--- config.mk ---
export PLATFORM = sky130hd
export DESIGN_NAME = cooperative_task_tick_scheduler_flat
export DESIGN_NICKNAME = d
export VERILOG_FILES = /design/src/sv/ctts_pkg.sv /design/src/sv/ctts_if.sv /design/src/sv/ctts_cell.sv /design/src/sv/cooperative_task_tick_scheduler.sv /design/src/flat_wrapper.sv
export SDC_FILE = /design/constraint.sdc
export NUM_CORES = 1
export LEC_CHECK = 0
export ABC_AREA = 1
export BUFFER_PORTS_ARGS = -buffer_cell sky130_fd_sc_hd__buf_2
export CAP_MARGIN = 40
export CORE_MARGIN = 3
export CORE_UTILIZATION = 35
export DETAILED_ROUTE_END_ITERATION = 8
export GPL_TIMING_DRIVEN = 0
export SYNTH_ARGS = -nofsm -noshare
export SYNTH_HDL_FRONTEND = slang
export SYNTH_HIERARCHICAL = 1
export SYNTH_SLANG_ARGS = --single-unit
--- constraint.sdc ---
create_clock -name clk -period 10.1 [get_ports clk]
set_input_delay 1.01 -clock clk [delete_from_list [all_inputs] [get_ports clk]]
set_output_delay 1.01 -clock clk [all_outputs]
set_load 0.03 [all_outputs]
--- src/sv/ctts_pkg.sv ---
package ctts_pkg;

  localparam int TASK_SLOTS_DEF = 8;

  localparam int FUNC_W  = 2;
  localparam int SEL_W   = 3;
  localparam int TIME_W  = 16;
  localparam int RUNS_W  = 8;
  localparam int STAT_W  = 2;

  localparam logic [RUNS_W-1:0] RUNS_MAX = '1;

  // operation codes carried in func
  typedef enum logic [FUNC_W-1:0] {
    OP_TICK     = 2'd0,
    OP_CREATE   = 2'd1,
    OP_DISPATCH = 2'd2,
    OP_DELETE   = 2'd3
  } op_t;

  // response status codes
  typedef enum logic [STAT_W-1:0] {
    ST_OK         = 2'd0,
    ST_FULL       = 2'd1,
    ST_NONE_READY = 2'd2,
    ST_BAD_SLOT   = 2'd3
  } status_t;

  // request broadcast to every cell
  typedef struct packed {
    logic              go;
    op_t               op;
    logic [SEL_W-1:0]  sel;
    logic [TIME_W-1:0] delay;
    logic [TIME_W-1:0] period;
    logic [RUNS_W-1:0] runs;
  } cmd_t;

  // priority tokens passed from cell to cell
  typedef struct packed {
    logic create_taken;
    logic disp_taken;
  } chain_t;

  // what a cell reports back for the response
  typedef struct packed {
    logic              create_hit;
    logic              disp_hit;
    logic              del_hit;
    logic [RUNS_W-1:0] runs_after;
  } hit_t;

endpackage

--- src/sv/ctts_if.sv ---
interface ctts_req_if;
  logic                          valid;
  logic                          ready;
  logic [ctts_pkg::FUNC_W-1:0]   func;
  logic [ctts_pkg::SEL_W-1:0]    slot_sel;
  logic [ctts_pkg::TIME_W-1:0]   release_delay;
  logic [ctts_pkg::TIME_W-1:0]   repeat_period;
  logic [ctts_pkg::RUNS_W-1:0]   initial_runs;

  modport source (output valid, func, slot_sel, release_delay, repeat_period, initial_runs,
                  input ready);
  modport sink   (input valid, func, slot_sel, release_delay, repeat_period, initial_runs,
                  output ready);
endinterface

interface ctts_rsp_if;
  logic                          valid;
  logic                          ready;
  logic [ctts_pkg::STAT_W-1:0]   status;
  logic [ctts_pkg::SEL_W-1:0]    slot_out;
  logic [ctts_pkg::RUNS_W-1:0]   runs_left;

  modport source (output valid, status, slot_out, runs_left, input ready);
  modport sink   (input valid, status, slot_out, runs_left, output ready);
endinterface

--- src/sv/ctts_cell.sv ---
module ctts_cell #(
  parameter int IDX = 0
) (
  input  logic             clk,
  input  logic             rst,
  input  ctts_pkg::cmd_t   cmd,
  input  ctts_pkg::chain_t chain_in,
  output ctts_pkg::chain_t chain_out,
  output ctts_pkg::hit_t   hit
);

  logic                          valid;
  logic [ctts_pkg::TIME_W-1:0]   rel;
  logic [ctts_pkg::TIME_W-1:0]   per;
  logic [ctts_pkg::RUNS_W-1:0]   runs;

  logic is_free;
  logic is_ready;
  logic sel_match;

  // local conditions of this slot
  assign is_free   = !valid;
  assign is_ready  = valid && (runs != '0);
  assign sel_match = (32'(cmd.sel) == IDX);

  // priority tokens: lowest slot wins, later cells see it taken
  assign chain_out.create_taken = chain_in.create_taken || is_free;
  assign chain_out.disp_taken   = chain_in.disp_taken || is_ready;

  // hits for the current request
  always_comb begin
    hit.create_hit = (cmd.op == ctts_pkg::OP_CREATE) && is_free && !chain_in.create_taken;
    hit.disp_hit   = (cmd.op == ctts_pkg::OP_DISPATCH) && is_ready && !chain_in.disp_taken;
    hit.del_hit    = (cmd.op == ctts_pkg::OP_DELETE) && valid && sel_match;
    hit.runs_after = runs - ctts_pkg::RUNS_W'(1);
  end

  // slot state update
  always_ff @(posedge clk) begin
    if (rst) begin
      valid <= 1'b0;
      rel   <= '0;
      per   <= '0;
      runs  <= '0;
    end else if (cmd.go) begin
      case (cmd.op)
        ctts_pkg::OP_TICK: begin
          if (valid) begin
            if (rel == '0) begin
              if (runs != ctts_pkg::RUNS_MAX) begin
                runs <= runs + ctts_pkg::RUNS_W'(1);
              end
              if (per != '0) begin
                rel <= per;
              end
            end else begin
              rel <= rel - ctts_pkg::TIME_W'(1);
            end
          end
        end
        ctts_pkg::OP_CREATE: begin
          if (hit.create_hit) begin
            valid <= 1'b1;
            rel   <= cmd.delay;
            per   <= cmd.period;
            runs  <= cmd.runs;
          end
        end
        ctts_pkg::OP_DISPATCH: begin
          if (hit.disp_hit) begin
            if (per == '0) begin
              valid <= 1'b0;
              rel   <= '0;
              runs  <= '0;
            end else begin
              runs <= hit.runs_after;
            end
          end
        end
        ctts_pkg::OP_DELETE: begin
          if (hit.del_hit) begin
            valid <= 1'b0;
            rel   <= '0;
            per   <= '0;
            runs  <= '0;
          end
        end
        default: begin
          valid <= valid;
        end
      endcase
    end
  end

endmodule

--- src/sv/cooperative_task_tick_scheduler.sv ---
// an accepted request's response is held in the output register from the cycle after it is accepted
// throughput: one request per cycle; a new request is taken only once the waiting response is taken
// the priority tokens ripple combinationally through the row of slot cells
// reset (rst, synchronous): all slots free with zero countdown, period and runs,
// output register empty
module cooperative_task_tick_scheduler #(
  parameter int TASK_SLOTS = ctts_pkg::TASK_SLOTS_DEF
) (
  input  logic        clk,
  input  logic        rst,
  ctts_req_if.sink    req,
  ctts_rsp_if.source  rsp
);

  ctts_pkg::cmd_t   cmd;
  ctts_pkg::chain_t chain [TASK_SLOTS+1];
  ctts_pkg::hit_t   hits  [TASK_SLOTS];

  logic                        accept;
  logic                        rsp_valid;
  logic [TASK_SLOTS-1:0]       create_hits;
  logic [TASK_SLOTS-1:0]       disp_hits;
  logic [TASK_SLOTS-1:0]       del_hits;
  logic [ctts_pkg::SEL_W-1:0]  slot_any;
  logic [ctts_pkg::RUNS_W-1:0] runs_any;
  ctts_pkg::status_t           status_next;
  logic [ctts_pkg::SEL_W-1:0]  slot_next;
  logic [ctts_pkg::RUNS_W-1:0] runs_next;
  ctts_pkg::status_t           status;
  logic [ctts_pkg::SEL_W-1:0]  slot_out;
  logic [ctts_pkg::RUNS_W-1:0] runs_left;

  // request handshake; output register frees as it is taken
  assign accept    = req.valid && req.ready;
  assign req.ready = !rsp_valid || rsp.ready;

  // broadcast request to the cells
  always_comb begin
    cmd.go     = accept;
    cmd.op     = ctts_pkg::op_t'(req.func);
    cmd.sel    = req.slot_sel;
    cmd.delay  = req.release_delay;
    cmd.period = req.repeat_period;
    cmd.runs   = req.initial_runs;
  end

  assign chain[0] = '0;

  // row of slot cells
  for (genvar g = 0; g < TASK_SLOTS; g++) begin : g_cell
    ctts_cell #(
      .IDX (g)
    ) u_cell (
      .clk       (clk),
      .rst       (rst),
      .cmd       (cmd),
      .chain_in  (chain[g]),
      .chain_out (chain[g+1]),
      .hit       (hits[g])
    );
  end

  // gather the winning cell's slot number and runs
  always_comb begin
    slot_any = '0;
    runs_any = '0;
    for (int i = 0; i < TASK_SLOTS; i++) begin
      create_hits[i] = hits[i].create_hit;
      disp_hits[i]   = hits[i].disp_hit;
      del_hits[i]    = hits[i].del_hit;
      if (hits[i].create_hit || hits[i].disp_hit) begin
        slot_any = slot_any | ctts_pkg::SEL_W'(i);
      end
      if (hits[i].disp_hit) begin
        runs_any = runs_any | hits[i].runs_after;
      end
    end
  end

  // response fields for the current request
  always_comb begin
    status_next = ctts_pkg::ST_OK;
    slot_next   = '0;
    runs_next   = '0;
    case (cmd.op)
      ctts_pkg::OP_TICK: begin
        status_next = ctts_pkg::ST_OK;
      end
      ctts_pkg::OP_CREATE: begin
        status_next = (|create_hits) ? ctts_pkg::ST_OK : ctts_pkg::ST_FULL;
        slot_next   = slot_any;
      end
      ctts_pkg::OP_DISPATCH: begin
        status_next = (|disp_hits) ? ctts_pkg::ST_OK : ctts_pkg::ST_NONE_READY;
        slot_next   = slot_any;
        runs_next   = runs_any;
      end
      ctts_pkg::OP_DELETE: begin
        status_next = (|del_hits) ? ctts_pkg::ST_OK : ctts_pkg::ST_BAD_SLOT;
      end
      default: begin
        status_next = ctts_pkg::ST_OK;
      end
    endcase
  end

  // output register
  always_ff @(posedge clk) begin
    if (rst) begin
      rsp_valid <= 1'b0;
    end else if (accept) begin
      rsp_valid <= 1'b1;
    end else if (rsp.ready) begin
      rsp_valid <= 1'b0;
    end
  end

  always_ff @(posedge clk) begin
    if (accept) begin
      status    <= status_next;
      slot_out  <= slot_next;
      runs_left <= runs_next;
    end
  end

  assign rsp.valid     = rsp_valid;
  assign rsp.status    = status;
  assign rsp.slot_out  = slot_out;
  assign rsp.runs_left = runs_left;

  // checks
  a_create_one: assert property (@(posedge clk) disable iff (rst)
    $onehot0(create_hits))
    else $error("more than one slot took a create");

  a_disp_one: assert property (@(posedge clk) disable iff (rst)
    $onehot0(disp_hits))
    else $error("more than one slot served a dispatch");

  a_del_one: assert property (@(posedge clk) disable iff (rst)
    $onehot0(del_hits))
    else $error("more than one slot matched a delete");

  a_rsp_follows: assert property (@(posedge clk) disable iff (rst)
    accept |=> rsp_valid)
    else $error("accepted request left no response");

  a_full_token: assert property (@(posedge clk) disable iff (rst)
    (cmd.op == ctts_pkg::OP_CREATE && !(|create_hits)) |-> chain[TASK_SLOTS].create_taken == 1'b0)
    else $error("free slot seen but create not taken");

endmodule

--- src/flat_wrapper.sv ---
// flat-port wrapper written by rule: the top's interface ports become plain ports
module cooperative_task_tick_scheduler_flat 
#(
  parameter int TASK_SLOTS = ctts_pkg::TASK_SLOTS_DEF
)
  (clk, rst, req_valid, req_func, req_slot_sel, req_release_delay, req_repeat_period, req_initial_runs, req_ready, rsp_valid, rsp_status, rsp_slot_out, rsp_runs_left, rsp_ready);
  ctts_req_if req_i ();
  ctts_rsp_if rsp_i ();
  input  logic clk;
  input  logic rst;
  input wire logic [$bits(req_i.valid)-1:0] req_valid;
  input wire logic [$bits(req_i.func)-1:0] req_func;
  input wire logic [$bits(req_i.slot_sel)-1:0] req_slot_sel;
  input wire logic [$bits(req_i.release_delay)-1:0] req_release_delay;
  input wire logic [$bits(req_i.repeat_period)-1:0] req_repeat_period;
  input wire logic [$bits(req_i.initial_runs)-1:0] req_initial_runs;
  output wire logic [$bits(req_i.ready)-1:0] req_ready;
  output wire logic [$bits(rsp_i.valid)-1:0] rsp_valid;
  output wire logic [$bits(rsp_i.status)-1:0] rsp_status;
  output wire logic [$bits(rsp_i.slot_out)-1:0] rsp_slot_out;
  output wire logic [$bits(rsp_i.runs_left)-1:0] rsp_runs_left;
  input wire logic [$bits(rsp_i.ready)-1:0] rsp_ready;
  assign req_i.valid = req_valid;
  assign req_i.func = req_func;
  assign req_i.slot_sel = req_slot_sel;
  assign req_i.release_delay = req_release_delay;
  assign req_i.repeat_period = req_repeat_period;
  assign req_i.initial_runs = req_initial_runs;
  assign req_ready = req_i.ready;
  assign rsp_valid = rsp_i.valid;
  assign rsp_status = rsp_i.status;
  assign rsp_slot_out = rsp_i.slot_out;
  assign rsp_runs_left = rsp_i.runs_left;
  assign rsp_i.ready = rsp_ready;
  cooperative_task_tick_scheduler #(.TASK_SLOTS(TASK_SLOTS)) u_core (.clk(clk), .rst(rst), .req(req_i), .rsp(rsp_i));
endmodule
==> impl_metrics.py <==
metrics = {
    "sta": {
        "fin_crit_sh_pct": 44.47,
        "skew_ns": 0.01821,
        "timing.fmax_mhz": 222.6,
        "period_needed_ns": 4.492,
        "rsz0062_at_grt": "no",
        "slew_headroom_pct": 40.75,
        "holdWs_ns": 0.4694,
        "final-setup-viol-count": 0,
        "worst_slew_pin_slew_ns": 0.8888,
        "hold_violations": 0,
        "tns_ns": 0,
        "finalMaxSlewViolations": 0,
        "fin_ws_ns": 5.608,
    },
    "placed_design": {
        "gp_congestion": 0.9804,
        "port_buffers": 63,
        "post-dp-hpwl_um": 72140,
        "place_ws_ns": 5.748,
    },
    "synthesis": {
        "netlist_area_mm2": 0.02629,
        "synth_warnings": 6,
        "syn_area_per_cell_um2": 5.732,
        "syn_inst": 4587,
    },
    "power_and_ir_drop": {
        "clockPowerShare_pct": 34.7,
        "switchingPower_mw": 1.857,
        "switching_share_pct": 39.01,
        "powerDensity_mw_per_mm2": 161.9,
        "pwr-share-comb_pct": 33.5,
        "p_int_mw": 2.903,
        "worst_ir_drop_vdd_mv": 0.1118,
        "p_seq_share_pct": 31.7,
        "leakage_nw": 15.17,
        "design_power_total_mw": 4.759,
    },
    "clock_tree": {
        "hold_buffers": 0,
        "cts_tree": "done",
        "numCtsBuffers": 45,
        "post_cts_buffers": 0,
        "cts_max_level": 2,
        "cts_buffer_depth": 3,
        "clkTransAtPathRegs_ns": 0.06,
        "clkSinkCount": 342,
        "root_buffer": "clkbuf_16",
        "post_cts_resized": 0,
        "clk_latency_ns": 0.59,
    },
    "hold_path": {
        "hold_depth": 2,
        "hp-start": "u_core/g_cell[0].u_cell/per[13]$_SDFFE_PP0P_",
        "hp-class": "reg -> reg",
        "min_to": "u_core/g_cell[0].u_cell/per[13]$_SDFFE_PP0P_",
    },
    "routing": {
        "viasPerCell": 5.137,
        "drt_wl_total_um": 101900,
        "drc": 0,
        "vias": 29307,
        "drt_iter0_markers": 3203,
        "avgRoutedWirePerCell_um": 17.87,
        "final_antenna_net_count": 0,
        "firstDrtPassIters": 6,
    },
    "grt": {
        "grt_max_degree": 28,
        "grt_overflow": 0,
        "grt_pass1_vias": 26114,
        "grt_util_all_layers_pct": 25.18,
        "antenna_found_initial": 4,
        "grt_first_pass_wirelength_um": 153800,
    },
    "setup_path": {
        "regToRegStartpoint": "u_core/g_cell[0].u_cell/valid$_SDFFE_PP0P_",
        "r2r_slack_ns": 5.61,
        "cp_slowest_cell": "a31oi_1",
        "crit_path_frequent_cell": "or2_2",
        "crit_required_ns": 10.40,
        "max_stage_delay_ns": 0.50,
        "worstPathArrival_ns": 4.79,
        "cp_max_fo": 6,
        "cp_cell_sequence": "inv_2 > or2_2 > or2_2 > or2_2 > or2_2 > or2_2 > or2_2 > or2_2 > inv_1 > nand3_1 > inv_1 > nor2_1 > nand2_1 > nor2_1 > a31oi_1",
        "path_class": "reg -> reg",
        "r2r_end": "u_core/rsp.slot_out[2]$_SDFFCE_PN0P_",
        "crit_path_start_kind": "flop",
        "reg2reg_depth": 15,
        "cp-end-kind": "flop",
    },
    "floorplan": {
        "core_mm2": 0.07370,
        "fp.dieH_um": 280.1,
        "die_area_mm2": 0.07845,
        "rows": 99,
        "io_pins": 64,
        "initial_core_util_pct": 35.67,
        "die_x_um": 280.1,
    },
    "cells_and_area": {
        "area_growth_pct": 11.78,
        "final.fill_count": 8160,
        "num-nets-final": 4793,
        "drive_gt1_share_pct": 8.697,
    },
    "job": {
        "cap_violations": 0,
    },
    "run_status": {
        "status": "complete, no violations",
    },
}
## power groups by stage
stage          registers, mW  logic (mW)  clock network, mW
2_1_floorplan           1.52        1.14                  0
3_3_place_gp            1.54        1.55                  0
3_5_place_dp            1.54        1.55                  0
4_1_cts                 1.51        1.56               1.69
5_1_grt                 1.52        1.78               1.74
6_report                1.51        1.60               1.65
## cell usage in the layout (no fill, tap or decap), types with 13 or more instances in the layout
| master | count |
|---|---|
| dfxtp_1 | 329 |
| nand3b_1 | 47 |
| clkbuf_1 | 70 |
| buf_2 | 126 |
| nand4_1 | 114 |
| a211oi_1 | 16 |
| nand2_1 | 1568 |
| clkinv_2 | 13 |
| o21ai_0 | 107 |
| buf_4 | 17 |
| nand2_2 | 26 |
| buf_6 | 29 |
| inv_2 | 35 |
| o211ai_1 | 21 |
| xor2_1 | 87 |
| nor2_1 | 796 |
| inv_1 | 484 |
| nor3b_1 | 20 |
| nand3_1 | 366 |
| clkbuf_16 | 47 |
| nor2_2 | 37 |
| edfxtp_1 | 13 |
| nor2_4 | 14 |
| a21oi_1 | 156 |
| nor3_1 | 55 |
| ha_1 | 42 |
## layout make-up
class                           instances  area, um2  area share (%)
Tap cell                              959       1200           4.083
Clock inverter                         24      219.0          0.7450
Multi-Input combinational cell       3551      16360           55.67
Inverter                              520       1952           6.641
Clock buffer                           58       1277           4.347
Antenna cell                            9      22.52         0.07663
Buffer                                177       1025           3.487
Sequential cell                       342       6977           23.74
Timing Repair Buffer                   65      355.3           1.209
## how the worst max path moves through the flow
stage,start,endpoint
after floorplan,u_core/g_cell[0].u_cell/valid$_SDFFE_PP0P_,u_core/g_cell[7].u_cell/rel[0]$_SDFFE_PP0P_
after global placement,req_valid,u_core/g_cell[5].u_cell/runs[1]$_SDFFE_PP0P_
after detailed placement,u_core/g_cell[0].u_cell/valid$_SDFFE_PP0P_,u_core/rsp.slot_out[2]$_SDFFCE_PN0P_
after CTS,u_core/g_cell[0].u_cell/valid$_SDFFE_PP0P_,u_core/rsp.slot_out[2]$_SDFFCE_PN0P_
after global routing,u_core/g_cell[0].u_cell/valid$_SDFFE_PP0P_,u_core/g_cell[7].u_cell/rel[10]$_SDFFE_PP0P_
final,u_core/g_cell[0].u_cell/valid$_SDFFE_PP0P_,u_core/rsp.slot_out[2]$_SDFFCE_PN0P_
## per-layer routing
metal	part of all wire, %	track usage [%]
met2	41	36.93
met3	8.7	3.878
met4	3.7	10.13
met5	0.013	0
met1	46	36.66
## metrics by stage
stage	instance area (um2)	utilization (%)	std cells
2_1_floorplan	26300	-	4590
3_3_place_gp	27820	37.75	5612
3_5_place_dp	27870	37.82	5614
4_1_cts	29370	39.85	5696
5_1_grt	29370	39.85	5696
6_report	29390	39.88	5705
## flip-flops by register name (all words and copies together), names as in the netlist
signal                      count
u_core/g_cell.u_cell/valid      8
u_core/rsp.valid                1
u_core/g_cell.u_cell/rel      128
u_core/rsp.status               2
u_core/g_cell.u_cell/runs      64
u_core/g_cell.u_cell/per      128
u_core/rsp.runs_left            8
u_core/rsp.slot_out             3
## critical path: cells and delay by family, from the launching register on
kind / cells / cell delay (ns)
DFF: 1 / 0.48
AOI/OAI and AO/OA: 1 / 0.50
buffers and inverters: 3 / 0.31
and+or+nand+nor: 11 / 2.91
No activity file was read; power rests on OpenSTA's default activity.
